<file path="src/rtl/annexb_nal_unit_splitter_macros.svh">
// Assertion macros shared by the NAL unit splitter RTL.
// Each macro needs clk in the including module's scope; ANXB_ASSERT also rst.
`ifndef ANNEXB_NAL_UNIT_SPLITTER_MACROS_SVH
`define ANNEXB_NAL_UNIT_SPLITTER_MACROS_SVH

// Checked on every clock edge outside reset.
`define ANXB_ASSERT(lbl, prop, msg) \
  lbl: assert property (@(posedge clk) disable iff (rst) prop) else $error(msg);

// Checked on every clock edge, reset included.
`define ANXB_ASSERT_ALWAYS(lbl, prop, msg) \
  lbl: assert property (@(posedge clk) prop) else $error(msg);

`endif

</file>
<file path="src/rtl/anxb_pkg.sv">
// Types and constants of the Annex B NAL unit splitter.
// Used by anxb_parser, anxb_out_skid and annexb_nal_unit_splitter; depends on nothing.
package anxb_pkg;

  localparam int DATA_W  = 8;
  localparam int TYPE_W  = 5;
  localparam int FIELD_W = 20;
  localparam int DISP_W  = 2;
  localparam int CFG_W   = 21;

  localparam logic [CFG_W-1:0] MAX_NAL_RESET = 21'd65536;

  // Result dispositions.
  localparam logic [DISP_W-1:0] DISP_SKIP   = 2'd0;
  localparam logic [DISP_W-1:0] DISP_SUBMIT = 2'd1;
  localparam logic [DISP_W-1:0] DISP_RENDER = 2'd2;
  localparam logic [DISP_W-1:0] DISP_ERROR  = 2'd3;

  // NAL unit types that are forwarded.
  localparam logic [TYPE_W-1:0] NAL_SLICE = 5'd1;
  localparam logic [TYPE_W-1:0] NAL_IDR   = 5'd5;
  localparam logic [TYPE_W-1:0] NAL_SPS   = 5'd7;
  localparam logic [TYPE_W-1:0] NAL_PPS   = 5'd8;

  typedef struct packed {
    logic [DATA_W-1:0] data_byte;
    logic              packet_last;
  } byte_word_t;

  typedef struct packed {
    logic [DISP_W-1:0]  disposition;
    logic [TYPE_W-1:0]  unit_type;
    logic [FIELD_W-1:0] unit_offset;
    logic [FIELD_W-1:0] unit_length;
    logic               packet_end;
  } result_word_t;

  typedef struct packed {
    logic         valid;
    result_word_t word;
  } result_push_t;

endpackage

</file>
<file path="src/rtl/anxb_parser.sv">
// Input register and start code parser of the NAL unit splitter.
// Depends on anxb_pkg and the assertion macros header.
`include "annexb_nal_unit_splitter_macros.svh"

module anxb_parser #(
  parameter int LENGTH_BITS = 20
) (
  input  logic                           clk,
  input  logic                           rst,
  input  logic                           byte_valid,
  output logic                           byte_stall,
  input  anxb_pkg::byte_word_t           byte_word,
  input  logic [anxb_pkg::CFG_W-1:0]     max_nal_bytes,
  input  logic                           room,
  output anxb_pkg::result_push_t         push
);

  localparam int LB   = LENGTH_BITS;
  localparam int CW   = (LB + 1 > anxb_pkg::CFG_W) ? LB + 1 : anxb_pkg::CFG_W;
  localparam logic [LB-1:0] POS_TOP = '1;

  localparam logic [1:0] PHASE_LEAD    = 2'd0;
  localparam logic [1:0] PHASE_UNIT    = 2'd1;
  localparam logic [1:0] PHASE_DISCARD = 2'd2;

  function automatic logic [anxb_pkg::FIELD_W-1:0] to_field(input logic [LB-1:0] v);
    logic [31:0] w;
    w = 32'(v);
    return w[anxb_pkg::FIELD_W-1:0];
  endfunction

  logic                 s1_valid;
  anxb_pkg::byte_word_t s1_word;

  logic [LB-1:0]               byte_position, byte_position_next;
  logic [1:0]                  zero_run, zero_run_next;
  logic [LB-1:0]               unit_start, unit_start_next;
  logic [anxb_pkg::TYPE_W-1:0] first_byte_type, first_byte_type_next;
  logic                        type_captured, type_captured_next;
  logic [1:0]                  parse_phase, parse_phase_next;

  logic                        accept, advance;
  logic [anxb_pkg::DATA_W-1:0] b;
  logic                        last;
  logic                        pos_sat, start_hit, lead_bad, res_fire;
  logic [LB-1:0]               pos_inc, close_end, len_raw, len;
  logic [anxb_pkg::TYPE_W-1:0] fbt_close, ctype;
  logic [anxb_pkg::DISP_W-1:0] cclass, cdisp;
  logic                        too_big;
  anxb_pkg::result_word_t      close_word, res_word;

  assign accept     = byte_valid & ~byte_stall;
  assign byte_stall = s1_valid & ~room;
  assign advance    = s1_valid & room;

  always_ff @(posedge clk) begin
    if (rst) begin
      s1_valid <= 1'b0;
    end else if (accept) begin
      s1_valid <= 1'b1;
    end else if (advance) begin
      s1_valid <= 1'b0;
    end
    if (accept) begin
      s1_word <= byte_word;
    end
  end

  assign b         = s1_word.data_byte;
  assign last      = s1_word.packet_last;
  assign pos_sat   = (byte_position == POS_TOP);
  assign pos_inc   = pos_sat ? byte_position : byte_position + LB'(1);
  assign start_hit = (b == 8'd1) && zero_run[1];

  // Closing a unit: on a start code the unit ends before the zero run,
  // on the packet's last byte it ends after this byte.
  assign close_end = start_hit ? byte_position - LB'(zero_run) : pos_inc;
  assign len_raw   = (close_end >= unit_start) ? close_end - unit_start : '0;
  assign len       = pos_sat ? POS_TOP : len_raw;
  assign fbt_close = (start_hit || type_captured) ? first_byte_type : b[4:0];
  assign ctype     = (len != '0) ? fbt_close : '0;

  always_comb begin
    case (ctype) inside
      anxb_pkg::NAL_SLICE, anxb_pkg::NAL_IDR: cclass = anxb_pkg::DISP_RENDER;
      anxb_pkg::NAL_SPS, anxb_pkg::NAL_PPS:   cclass = anxb_pkg::DISP_SUBMIT;
      default:                                cclass = anxb_pkg::DISP_SKIP;
    endcase
  end

  assign too_big = (CW'(len) + CW'(3)) > CW'(max_nal_bytes);
  assign cdisp   = (cclass != anxb_pkg::DISP_SKIP && too_big) ? anxb_pkg::DISP_ERROR : cclass;

  always_comb begin
    close_word.disposition = cdisp;
    close_word.unit_type   = ctype;
    close_word.unit_offset = to_field(unit_start);
    close_word.unit_length = to_field(len);
    close_word.packet_end  = last;
  end

  always_comb begin
    byte_position_next   = pos_inc;
    zero_run_next        = zero_run;
    unit_start_next      = unit_start;
    first_byte_type_next = first_byte_type;
    type_captured_next   = type_captured;
    parse_phase_next     = parse_phase;
    lead_bad             = 1'b0;
    res_fire             = 1'b0;
    res_word             = close_word;

    unique case (parse_phase)
      PHASE_LEAD: begin
        if (b == 8'd0 && zero_run != 2'd3) begin
          zero_run_next = zero_run + 2'd1;
          lead_bad      = last;
        end else if (start_hit) begin
          zero_run_next        = 2'd0;
          unit_start_next      = pos_inc;
          type_captured_next   = 1'b0;
          first_byte_type_next = '0;
          parse_phase_next     = PHASE_UNIT;
          if (last) begin
            // The packet is a bare start code: one empty skip result.
            res_fire               = 1'b1;
            res_word.disposition   = anxb_pkg::DISP_SKIP;
            res_word.unit_type     = '0;
            res_word.unit_offset   = to_field(pos_inc);
            res_word.unit_length   = '0;
            res_word.packet_end    = 1'b1;
          end
        end else begin
          lead_bad = 1'b1;
        end
        if (lead_bad) begin
          res_fire             = 1'b1;
          res_word.disposition = anxb_pkg::DISP_ERROR;
          res_word.unit_type   = '0;
          res_word.unit_offset = to_field(byte_position);
          res_word.unit_length = '0;
          res_word.packet_end  = last;
          parse_phase_next     = PHASE_DISCARD;
        end
      end
      PHASE_UNIT: begin
        if (start_hit) begin
          res_fire = 1'b1;
          if (cdisp == anxb_pkg::DISP_ERROR) begin
            parse_phase_next = PHASE_DISCARD;
          end else begin
            unit_start_next      = pos_inc;
            type_captured_next   = 1'b0;
            first_byte_type_next = '0;
          end
          zero_run_next = 2'd0;
        end else begin
          if (!type_captured) begin
            first_byte_type_next = b[4:0];
          end
          type_captured_next = 1'b1;
          if (b == 8'd0) begin
            zero_run_next = (zero_run != 2'd3) ? zero_run + 2'd1 : 2'd3;
          end else begin
            zero_run_next = 2'd0;
          end
          res_fire = last;
        end
      end
      default: begin
      end
    endcase

    if (last) begin
      byte_position_next   = '0;
      zero_run_next        = 2'd0;
      unit_start_next      = '0;
      first_byte_type_next = '0;
      type_captured_next   = 1'b0;
      parse_phase_next     = PHASE_LEAD;
    end
  end

  always_ff @(posedge clk) begin
    if (rst) begin
      byte_position   <= '0;
      zero_run        <= 2'd0;
      unit_start      <= '0;
      first_byte_type <= '0;
      type_captured   <= 1'b0;
      parse_phase     <= PHASE_LEAD;
    end else if (advance) begin
      byte_position   <= byte_position_next;
      zero_run        <= zero_run_next;
      unit_start      <= unit_start_next;
      first_byte_type <= first_byte_type_next;
      type_captured   <= type_captured_next;
      parse_phase     <= parse_phase_next;
    end
  end

  assign push.valid = advance & res_fire;
  assign push.word  = res_word;

  `ANXB_ASSERT(a_clear_after_last, (advance && last) |=> (byte_position == '0 && parse_phase == PHASE_LEAD), "packet state not cleared after last byte")
  `ANXB_ASSERT(a_discard_silent, (s1_valid && parse_phase == PHASE_DISCARD) |-> !push.valid, "result produced while discarding")

endmodule

</file>
<file path="src/rtl/anxb_out_skid.sv">
// Output register with one skid entry for the NAL unit splitter results.
// Depends on anxb_pkg and the assertion macros header.
`include "annexb_nal_unit_splitter_macros.svh"

module anxb_out_skid (
  input  logic                    clk,
  input  logic                    rst,
  input  anxb_pkg::result_push_t  push,
  output logic                    room,
  output logic                    result_valid,
  input  logic                    result_stall,
  output anxb_pkg::result_word_t  result_word
);

  logic                   out_valid, skid_valid;
  anxb_pkg::result_word_t out_word, skid_word;
  logic                   pop;

  assign pop  = out_valid & ~result_stall;
  assign room = ~skid_valid;

  always_ff @(posedge clk) begin
    if (rst) begin
      out_valid  <= 1'b0;
      skid_valid <= 1'b0;
    end else if (skid_valid) begin
      if (pop) begin
        out_valid  <= 1'b1;
        skid_valid <= 1'b0;
      end
    end else if (push.valid) begin
      if (out_valid && !pop) begin
        skid_valid <= 1'b1;
      end else begin
        out_valid <= 1'b1;
      end
    end else if (pop) begin
      out_valid <= 1'b0;
    end
  end

  always_ff @(posedge clk) begin
    if (skid_valid) begin
      if (pop) begin
        out_word <= skid_word;
      end
    end else if (push.valid) begin
      if (out_valid && !pop) begin
        skid_word <= push.word;
      end else begin
        out_word <= push.word;
      end
    end
  end

  assign result_valid = out_valid;
  assign result_word  = out_word;

  `ANXB_ASSERT(a_skid_behind_out, skid_valid |-> out_valid, "skid entry held without an output word")
  `ANXB_ASSERT(a_no_push_when_full, push.valid |-> !skid_valid, "word pushed into a full skid")
  `ANXB_ASSERT(a_skid_drains, (skid_valid && pop) |=> (!skid_valid && out_valid), "skid entry not moved on pop")

endmodule

</file>
<file path="src/rtl/annexb_nal_unit_splitter.sv">
// H.264 Annex B NAL unit splitter: top level with the limit register.
// Depends on anxb_pkg, anxb_parser and anxb_out_skid.
//
// Usage. Packet bytes enter one word at a time on the byte channel
// (byte_valid, byte_stall, byte_word); packet_last marks each packet's
// final byte. Results leave on the result channel (result_valid,
// result_stall, result_word), at most one per byte: a closed NAL unit with
// its disposition, type, offset and length, or a packet error.
// The cfg channel writes max_nal_bytes; it is always ready. The user must
// write it only while no byte is in flight; the block does not enforce it.
// A result passes the input register, then the output register or the skid
// entry. Throughput: one byte per cycle while the output side has room, set
// by the single parser stage whose state (zero run, positions, phase)
// updates once per byte. Reset clears the parser to expect a leading start
// code at offset zero, empties the input register, output register and skid
// entry, and loads max_nal_bytes with 65536.
// When the receiver stalls, the current result holds and one more result
// is kept in a skid entry; byte_stall rises only once that entry is full,
// and it never depends combinationally on result_stall.
module annexb_nal_unit_splitter #(
  parameter int LENGTH_BITS = 20
) (
  input  logic                       clk,
  input  logic                       rst,
  input  logic                       byte_valid,
  output logic                       byte_stall,
  input  anxb_pkg::byte_word_t       byte_word,
  output logic                       result_valid,
  input  logic                       result_stall,
  output anxb_pkg::result_word_t     result_word,
  input  logic                       cfg_valid,
  output logic                       cfg_ready,
  input  logic [anxb_pkg::CFG_W-1:0] cfg_data
);

  // The unit size limit is the one configuration register.
  logic [anxb_pkg::CFG_W-1:0] max_nal_bytes;
  logic                       room;
  anxb_pkg::result_push_t     push;

  assign cfg_ready = 1'b1;

  always_ff @(posedge clk) begin
    if (rst) begin
      max_nal_bytes <= anxb_pkg::MAX_NAL_RESET;
    end else if (cfg_valid && cfg_ready) begin
      max_nal_bytes <= cfg_data;
    end
  end

  // Parser: registers the incoming word and turns it into at most one
  // result, moving it on whenever the output side has room.
  anxb_parser #(
    .LENGTH_BITS(LENGTH_BITS)
  ) u_parser (
    .clk          (clk),
    .rst          (rst),
    .byte_valid   (byte_valid),
    .byte_stall   (byte_stall),
    .byte_word    (byte_word),
    .max_nal_bytes(max_nal_bytes),
    .room         (room),
    .push         (push)
  );

  // Output register plus skid entry decouples the receiver's stall.
  anxb_out_skid u_out_skid (
    .clk         (clk),
    .rst         (rst),
    .push        (push),
    .room        (room),
    .result_valid(result_valid),
    .result_stall(result_stall),
    .result_word (result_word)
  );

endmodule
</file>
<file path="config.mk">
export PLATFORM = sky130hd
export DESIGN_NAME = annexb_nal_unit_splitter
export DESIGN_NICKNAME = d
export VERILOG_FILES = /design/src/rtl/anxb_pkg.sv /design/src/rtl/anxb_parser.sv /design/src/rtl/anxb_out_skid.sv /design/src/rtl/annexb_nal_unit_splitter.sv
export VERILOG_INCLUDE_DIRS = /design/src /design/src/rtl
export SDC_FILE = /design/constraint.sdc
export NUM_CORES = 1
export LEC_CHECK = 0
export ABC_AREA = 1
export BUFFER_PORTS_ARGS = -buffer_cell sky130_fd_sc_hd__buf_2
export CAP_MARGIN = 40
export CORE_MARGIN = 5
export CORE_UTILIZATION = 45
export DETAILED_ROUTE_END_ITERATION = 16
export SLEW_MARGIN = 10
export SYNTH_ARGS = -nofsm -noshare
export SYNTH_HDL_FRONTEND = slang
export SYNTH_SLANG_ARGS = --single-unit
</file>
<file path="constraint.sdc">
create_clock -name clk -period 16.77 [get_ports clk]
set_input_delay 3.354 -clock clk [delete_from_list [all_inputs] [get_ports clk]]
set_output_delay 3.354 -clock clk [all_outputs]
set_load 0.02 [all_outputs]
</file>
==> flow_summary.json, run 1 <==
{
  "grt_max_degree": 68,
  "fin_setup_tns_ns": 0,
  "port_buffers": 84,
  "skew_ns": 0.0139,
  "die_height_um": 168,
  "startpoint_type": "flop",
  "nets": 1679,
  "clk_pin_slew_ns": 0.08,
  "worst_pin_slew_ns": 0.912,
  "place_inst": 1904,
  "antenna_found_initial": 0,
  "crit_path_end_kind": "flop",
  "postRouteAntennaNets": 0,
  "drive_gt1_frac": 0.110,
  "die_x_um": 168,
  "cp_max_fo": 19,
  "ys_types": 56,
  "io_pins": 86,
  "avgSynthCellArea_um2": 7.36,
  "area_delta_synth_final_pct": 12.1,
  "cts_tree": "built",
  "internal-power_uw": 819,
  "leakage_uw": 0.00582,
  "cts.sinks": 179,
  "cts_max_path_buffers": 2,
  "coreArea_mm2": 0.0250,
  "yosysWarnings": 0,
  "critical-path-top-delay-family": "simple AND/OR/NAND/NOR gates",
  "yosys.area.top_type": "edfxtp_1",
  "rsz0062_at_grt": "no",
  "netlist_instances": 1536,
  "max_freq_mhz": 130,
  "synth_most_common_cell": "nand2_1",
  "die_area_mm2": 0.0284,
  "crit_type": "flop to flop",
  "gp_congestion": 0.966,
  "wl_um": 32500,
  "rows": 58,
  "seq_power_share": 0.384,
  "hpwl_um": 24700,
  "fill_cells": 2523,
  "diodes": 0,
  "path_buf_inv": 6,
  "start_util": 0.453,
  "vias": 9942,
  "grt_usage": 0.229,
  "design_area_mm2": 0.0127,
  "power_frac_clock": 0.318,
  "async_flop_share": 0,
  "setup_viol": 0,
  "combPwrFrac": 0.298,
  "cts_inserted_buffers": 17,
  "seq_area_frac_synth": 0.410,
  "grt_remaining_overflow": 0,
  "drt-initial-drc-count": 744,
  "grt_pass1_wl_um": 51600,
  "stdcell_count": 1937,
  "power_density_mw_per_mm2": 104,
  "fin_crit_ns": 7.70,
  "clk_latency_ns": 0.45,
  "regArea_mm2": 0.00464,
  "place_area_mm2": 0.0120,
  "ys_top_cells_by_area": "edfxtp_1 28%, nand2_1 15%, dfxtp_1 13%",
  "synth_seq_cells": 179,
  "vias_per_cell": 5.13,
  "synth_nets": 1621,
  "synth_edf_count": 105,
  "slowest_stage": "dfxtp_1",
  "status": "finished clean",
  "switchingPower_uw": 497,
  "postCtsHoldBufs": 0,
  "p_sw_frac": 0.377,
  "drcViolationCount": 0,
  "synth_ff_type": "edfxtp_1",
  "hold_viol_final": 0,
  "hold_class": "flop to flop",
  "maxCapViolations": 0,
  "cp.required_ns": 17.11,
  "wl_per_cell_um": 16.8,
  "slew_headroom": 0.392,
  "cts_setup_buffers": 0,
  "multi_input_area_mm2": 0.00561,
  "syn_area_mm2": 0.0113,
  "cts-resized-gates": 0,
  "vdd_ir_drop_max_uv": 59.3,
  "post-route-period-util": 0.459,
  "finalMaxSlewViolations": 0,
  "netlist.area_leader.share": 0.279,
  "cp.arrival_ns": 8.05,
  "synth_commonest_cells": "444 x nand2_1, 205 x inv_1, 152 x nor2_1",
  "drtPass1Iterations": 5,
  "grt_pass1_vias": 9447,
  "cts-root-buf": "clkbuf_16",
  "htree_levels": 4,
  "critical_path.max_stage_delay_ns": 0.48
}
-- worst min-delay path: stages (launching register included) --
cell	delay, ns
dfxtp_1	0.30
inv_1	0.06
a21oi_1	0.06
-- power by group through the flow --
stage	clock [µW]	sequential, µW	combinational, µW
3_5_place_dp	0	515	390
4_1_cts	427	505	393
3_3_place_gp	0	515	387
2_1_floorplan	0	522	278
5_1_grt	444	508	445
6_report	418	505	393
-- cell type report --
type | instances | share of cell area
clock inverters | 15 | 0.0156
well taps | 330 | 0.0326
clock buffers | 17 | 0.0336
multi-input cells | 1086 | 0.443
inverters | 215 | 0.0639
flip-flops and latches | 179 | 0.366
repair buffers | 95 | 0.0451
-- routing by layer --
| metal | global-route usage | vias to the layer above | share of wire |
|---|---|---|---|
| met1 | 0.315 | 4586 | 0.46 |
| li1 | - | 5095 | - |
| met5 | 0 | - | 0 |
| met4 | 0.0522 | 0 | 0.015 |
| met2 | 0.381 | 226 | 0.48 |
| met3 | 0.0406 | 35 | 0.049 |
-- cell usage in the layout (no fill, tap or decap), types with 3 or more instances in the layout --
cell type | netlist | layout
nor4_1 | 6 | 6
nand3_2 | 3 | 3
clkinv_8 | 0 | 6
and3_1 | 3 | 3
inv_1 | 205 | 205
a21oi_1 | 109 | 109
o21bai_1 | 3 | 3
o21ai_1 | 12 | 12
xnor2_1 | 3 | 3
o221ai_1 | 17 | 17
dfxtp_1 | 74 | 73
nand2_1 | 444 | 444
a31oi_1 | 4 | 4
buf_2 | 9 | 84
buf_16 | 0 | 3
o211ai_1 | 6 | 6
nand2_2 | 14 | 14
inv_8 | 0 | 3
nand3_1 | 48 | 48
nor2_1 | 152 | 150
edfxtp_1 | 105 | 105
clkbuf_16 | 0 | 17
nor3b_1 | 3 | 3
nor2_4 | 2 | 4
buf_4 | 1 | 7
inv_2 | 8 | 8
nand4_1 | 19 | 19
nor2_2 | 3 | 3
ha_1 | 48 | 48
xor2_1 | 46 | 46
nor3_1 | 24 | 24
o21ai_0 | 89 | 89
-- flip-flops by register name, summed over array words and instances (netlist names), 5 cells and up --
signal and count:
u_out_skid.skid_word 48, u_parser.byte_position 20, u_parser.b 8, u_parser.first_byte_type 5, max_nal_bytes 21, u_parser.unit_start 20, u_out_skid.result_word 48
-- worst paths after layout --
kind / to / slack, ns / cells after the start / start
hold reg to reg: max_nal_bytes[1] / 0.47 / 2 / max_nal_bytes[1]
setup reg to reg: u_parser.first_byte_type[2] / 9.07 / 41 / u_parser.zero_run[0]
setup / recovery: u_parser.first_byte_type[2] / 9.07 / 41 / u_parser.zero_run[0]
hold / removal: max_nal_bytes[1] / 0.47 / 2 / max_nal_bytes[1]
-- cell families (layout without fill, tap and decap cells) --
logic type / Yosys count / in the layout / synth area share
other cells: 1 / 1 / 0.000332
mux: 1 / 1 / 0.000886
simple gates: 735 / 735 / 0.277
flops: 179 / 179 / 0.410
xor+xnor: 49 / 49 / 0.0380
buf+inv: 271 / 342 / 0.0947
compound gates: 250 / 250 / 0.122
fa+ha+maj: 50 / 50 / 0.0567
-- stage by stage --
| stage | utilization | total power [µW] | hold slack, ns | setup WS (ns) |
|---|---|---|---|---|
| 4_1_cts | 0.506 | 1320 | 0.472 | 9.08 |
| 2_1_floorplan | - | 799 | 0.435 | 10.49 |
| 5_1_grt | 0.507 | 1400 | 0.501 | 8.14 |
| 3_3_place_gp | 0.478 | 902 | 0.456 | 8.89 |
| 3_5_place_dp | 0.481 | 905 | 0.460 | 9.14 |
| 6_report | 0.507 | 1320 | 0.471 | 9.07 |
No activity file was read; power rests on OpenSTA's default activity.
==> run 2: changes to the inputs <==
Clock period 16.77 ns to 7.7 ns, I/O delays scaled along.
==> run 2 against run 1 <==
Against the previous run: register-to-register slack got worse by 8.4 ns; combinational power is 120% higher; largest power group unchanged; die area unchanged; clock power up 120%; non-clock buffer count rose by 12; critical endpoint is now u_parser.unit_start[5].
==> flow_summary.json, run 2 (same netlist as run 1, synthesis figures left out) <==
{
  "status": "finished clean",
  "min-delay-start": "max_nal_bytes[6]",
  "reg2reg_slack_ns": 0.69,
  "grt_pass1_vias": 9585,
  "io_pins": 86,
  "fin_setup_tns_ns": 0,
  "grt_usage": 0.230,
  "place_ws_ns": 0.366,
  "postRouteAntennaNets": 0,
  "cp_max_fo": 34,
  "regToRegStartpoint": "u_parser.byte_position[0]",
  "min_to": "max_nal_bytes[6]",
  "path_buf_inv": 8,
  "die_height_um": 168,
  "leakage_uw": 0.00588,
  "crit_type": "flop to flop",
  "slowest_stage": "fa_1",
  "coreArea_mm2": 0.0250,
  "cp.required_ns": 8.07,
  "finalMaxSlewViolations": 0,
  "cts-root-buf": "clkbuf_16",
  "cts_tree": "built",
  "crit_path_frequent_cell": "nand2_1",
  "drive_gt1_frac": 0.124,
  "vias": 10100,
  "grt_max_degree": 68,
  "die_area_mm2": 0.0284,
  "wl_um": 32700,
  "hold_class": "flop to flop",
  "skew_ns": 0.0164,
  "gp_congestion": 0.954,
  "cp.arrival_ns": 7.38,
  "drtPass1Iterations": 5,
  "grt_pass1_wl_um": 51900,
  "final_common_cell": "nand2_1",
  "startpoint_type": "flop",
  "vdd_ir_drop_max_uv": 111,
  "port_buffers": 84,
  "min_delay_path_depth": 2,
  "reg2regPathDepth": 46,
  "start_util": 0.453,
  "critical_path.max_stage_delay_ns": 0.46,
  "post-route-period-util": 0.911,
  "clk_latency_ns": 0.44,
  "diodes": 0,
  "htree_levels": 4,
  "rows": 58,
  "worstReg2RegEnd": "u_parser.unit_start[5]",
  "slew_headroom": 0.428,
  "hpwl_um": 24800,
  "hold_viol_final": 0,
  "cts_max_path_buffers": 2,
  "drcViolationCount": 0,
  "crit_path_end_kind": "flop",
  "cts_inserted_buffers": 17,
  "maxCapViolations": 0,
  "die_x_um": 168,
  "vias_per_cell": 5.20,
  "clk_pin_slew_ns": 0.08,
  "cts.sinks": 179,
  "worst_pin_slew_ns": 0.857,
  "antenna_found_initial": 2,
  "grt_remaining_overflow": 0,
  "power_density_mw_per_mm2": 226,
  "setup_viol": 0,
  "critical-path-top-delay-family": "simple AND/OR/NAND/NOR gates",
  "area_delta_synth_final_pct": 13.3,
  "max_freq_mhz": 143,
  "drt-initial-drc-count": 745,
  "rsz0062_at_grt": "no",
  "nets": 1691,
  "worst_slack_ns": 0.689,
  "layout_common_cells": "443 x nand2_1, 204 x inv_1, 148 x nor2_1",
  "wl_per_cell_um": 16.8,
  "fin_crit_ns": 7.01
}
run 2: cell types whose count changed in the layout (fill, tap and decap cells not counted), sizes merged:
cell and change:
inv +1, clkinvlp +1, clkinv -2, buf +12
run 2: how the worst max path moves through the flow:
| stage | start | end | cells past startpoint |
|---|---|---|---|
| global route | u_parser.byte_position[0] | u_parser.unit_start[1] | 46 |
| floorplan | u_parser.byte_position[0] | u_parser.unit_start[3] | 46 |
| global placement | u_parser.zero_run[0] | u_parser.first_byte_type[4] | 41 |
| detailed placement | u_parser.zero_run[0] | u_parser.first_byte_type[0] | 41 |
| CTS | u_parser.zero_run[0] | u_parser.first_byte_type[0] | 41 |
| finish | u_parser.byte_position[0] | u_parser.unit_start[5] | 46 |
run 2: routing by layer:
| metal | wire length, µm | up-vias | part of all wire | track usage |
|---|---|---|---|---|
| met4 | 558 | 4 | 0.017 | 0.0540 |
| met3 | 1810 | 41 | 0.055 | 0.0430 |
| li1 | - | 5126 | - | - |
| met2 | 15200 | 270 | 0.46 | 0.378 |
| met5 | 28 | - | 0.00086 | 0 |
| met1 | 15100 | 4700 | 0.46 | 0.318 |
run 2: what timing repair did:
item,4_1_cts,5_1_grt
setup buffers,0,5
resized for setup,0,15
endpoints found under the setup margin,0,32
hold buffers,0,0
run 2: worst reg2reg max path, delay by kind of cell (launching register included):
family / cells / cell delay, ns
buf+inv: 8 / 0.69
fa+ha+maj: 5 / 1.50
flops: 1 / 0.38
xor+xnor: 1 / 0.13
compound gates: 4 / 0.69
simple gates: 28 / 3.55
run 2: where the power goes:
part	switching, µW	leakage, µW	internal (µW)
Clock	479	0.000293	450
Combinational	597	0.00396	271
Sequential	26.3	0.00163	1070
Total	1100	0.00588	1790
run 2: through the flow:
step	total power, µW	instance area (µm²)	utilization	cells	hold slack (ns)
after floorplan	1740	11300	-	1536	0.435
after global placement	1970	12000	0.481	1909	0.457
after detailed placement	1970	12100	0.484	1912	0.462
after CTS	2900	12700	0.509	1944	0.474
after global routing	3070	12800	0.513	1949	0.502
final	2890	12800	0.513	1949	0.472
run 2: layout make-up:
| type | instances | area, µm² |
|---|---|---|
| Tap cell | 330 | 413 |
| Clock buffer | 17 | 425 |
| Fill cell | 2527 | 12200 |
| Inverter | 215 | 812 |
| Multi-Input combinational cell | 1086 | 5670 |
| Sequential cell | 179 | 4640 |
| Timing Repair Buffer | 107 | 653 |
| Clock inverter | 15 | 196 |
==> run 3: changes to the inputs <==
Settings changed: RECOVER_POWER set to 25.
==> run 3 against run 2 <==
Against the previous run: clock skew decreased by 0.00054 ns; count of clock-buffer cells in the layout unchanged; die area unchanged; largest cell class unchanged; largest power group unchanged; sequential power about the same; clock power about the same; worst setup slack got worse by 0.0033 ns; combinational power about the same; power about the same; flip-flop and latch count unchanged; routed wire length about the same.
==> flow_summary.json, run 3 (same netlist as run 1, synthesis figures left out) <==
{
  "critical_path.max_stage_delay_ns": 0.46,
  "status": "finished clean",
  "cts_inserted_buffers": 17,
  "slowest_stage": "fa_1",
  "hpwl_um": 24800,
  "vias_per_cell": 5.19,
  "multi_input_area_mm2": 0.00567,
  "startpoint_type": "flop",
  "final_common_cell": "nand2_1",
  "cp.arrival_ns": 7.39,
  "leakage_uw": 0.00582,
  "crit_type": "flop to flop",
  "hold_viol_final": 0,
  "grt_max_degree": 68,
  "drtPass1Iterations": 7,
  "area_delta_synth_final_pct": 13.1,
  "drcViolationCount": 0,
  "p_sw_frac": 0.381,
  "vdd_ir_drop_max_uv": 111,
  "hold_class": "flop to flop",
  "wl_per_cell_um": 16.8,
  "port_buffers": 84,
  "combPwrFrac": 0.299,
  "grt_usage": 0.230,
  "layout_common_cells": "443 x nand2_1, 205 x inv_1, 148 x nor2_1",
  "worstReg2RegEnd": "u_parser.unit_start[5]",
  "diodes": 0,
  "coreArea_mm2": 0.0250,
  "place_inst": 1912,
  "die_height_um": 168,
  "seq_power_share": 0.380,
  "nets": 1691,
  "wl_um": 32700,
  "reg2reg_slack_ns": 0.69,
  "drive_gt1_frac": 0.109,
  "die_x_um": 168,
  "clk_latency_ns": 0.44,
  "fill_cells": 2543,
  "min-delay-start": "max_nal_bytes[6]",
  "design_area_mm2": 0.0128,
  "antenna_found_initial": 2,
  "start_util": 0.453,
  "cp.required_ns": 8.07,
  "postRouteAntennaNets": 0,
  "cts-root-buf": "clkbuf_16",
  "regToRegStartpoint": "u_parser.byte_position[0]",
  "fin_setup_tns_ns": 0,
  "grt_remaining_overflow": 0,
  "clk_pin_slew_ns": 0.08,
  "skew_ns": 0.0158,
  "cts_tree": "built",
  "reg2regPathDepth": 46,
  "power_density_mw_per_mm2": 226,
  "max_freq_mhz": 143,
  "cts.sinks": 179,
  "power_frac_clock": 0.321,
  "place_area_mm2": 0.0121,
  "post-route-period-util": 0.911,
  "rows": 58,
  "regArea_mm2": 0.00464,
  "rsz0062_at_grt": "no",
  "stdcell_count": 1949,
  "drt-initial-drc-count": 725,
  "worst_pin_slew_ns": 0.990,
  "slew_headroom": 0.339,
  "hold_slack_ns": 0.472,
  "gp_congestion": 0.954,
  "crit_path_frequent_cell": "nand2_1",
  "crit_path_end_kind": "flop",
  "vias": 10100,
  "io_pins": 86,
  "setup_viol": 0,
  "min_delay_path_depth": 2,
  "switchingPower_uw": 1100,
  "maxCapViolations": 0,
  "htree_levels": 4,
  "finalMaxSlewViolations": 0,
  "grt_pass1_vias": 9585,
  "min_to": "max_nal_bytes[6]",
  "postCtsHoldBufs": 0,
  "cp_max_fo": 34,
  "internal-power_uw": 1790,
  "fin_crit_ns": 7.01,
  "grt_pass1_wl_um": 51900,
  "cts_max_path_buffers": 2,
  "die_area_mm2": 0.0284
}
run 3: cell count changes in the layout (fill, tap and decap cells not counted):
cell      change
inv_2         -1
buf_2        -21
inv_1         +1
clkbuf_1     +21
nor3_2        -1
nor3_1        +1
run 3: routing by layer:
metal | GRT usage | vias to the layer above | part of all wire
li1 | - | 5123 | -
met1 | 0.318 | 4650 | 0.46
met2 | 0.378 | 293 | 0.46
met3 | 0.0430 | 38 | 0.055
met4 | 0.0540 | 4 | 0.016
met5 | 0 | - | 0.00086
run 3: how the worst max path moves through the flow:
stage / startpoint / end
after floorplan: u_parser.byte_position[0] / u_parser.unit_start[3]
after global placement: u_parser.zero_run[0] / u_parser.first_byte_type[4]
after detailed placement: u_parser.zero_run[0] / u_parser.first_byte_type[0]
after CTS: u_parser.zero_run[0] / u_parser.first_byte_type[0]
after global routing: u_parser.byte_position[0] / u_parser.unit_start[1]
final: u_parser.byte_position[0] / u_parser.unit_start[5]
run 3: power groups by stage:
stage | sequential [µW] | combinational (µW) | clock, µW
6_report | 1100 | 865 | 927
5_1_grt | 1100 | 978 | 986
4_1_cts | 1100 | 857 | 942
3_5_place_dp | 1120 | 852 | 0
3_3_place_gp | 1120 | 849 | 0
2_1_floorplan | 1140 | 605 | 0
run 3: critical path, delay by kind of cell (launching register included):
| family | cells | cell delay, ns |
|---|---|---|
| simple gates | 28 | 3.53 |
| fa+ha+maj | 5 | 1.50 |
| buf+inv | 8 | 0.69 |
| compound gates | 4 | 0.69 |
| flops | 1 | 0.38 |
| xor+xnor | 1 | 0.13 |
run 3: what timing repair did:
item	4_1_cts	5_1_grt
resized for setup	0	15
endpoints found under the hold margin	0	0
setup buffers	0	5
setup endpoints to repair	0	32
run 3: final cells by class:
class / instances / area share
tap: 330 / 0.0323
timing repair buffer: 107 / 0.0491
sequential: 179 / 0.363
clock buffer: 17 / 0.0333
inverter: 215 / 0.0636
multi-input combinational: 1086 / 0.443
clock inverter: 15 / 0.0154
run 3: per-stage QoR:
step,util,total power [µW],setup slack (ns)
floorplan,-,1740,1.42
global placement,0.481,1970,0.414
detailed placement,0.484,1970,0.366
CTS,0.509,2900,0.313
global route,0.512,3070,0.00838
finish,0.512,2890,0.686
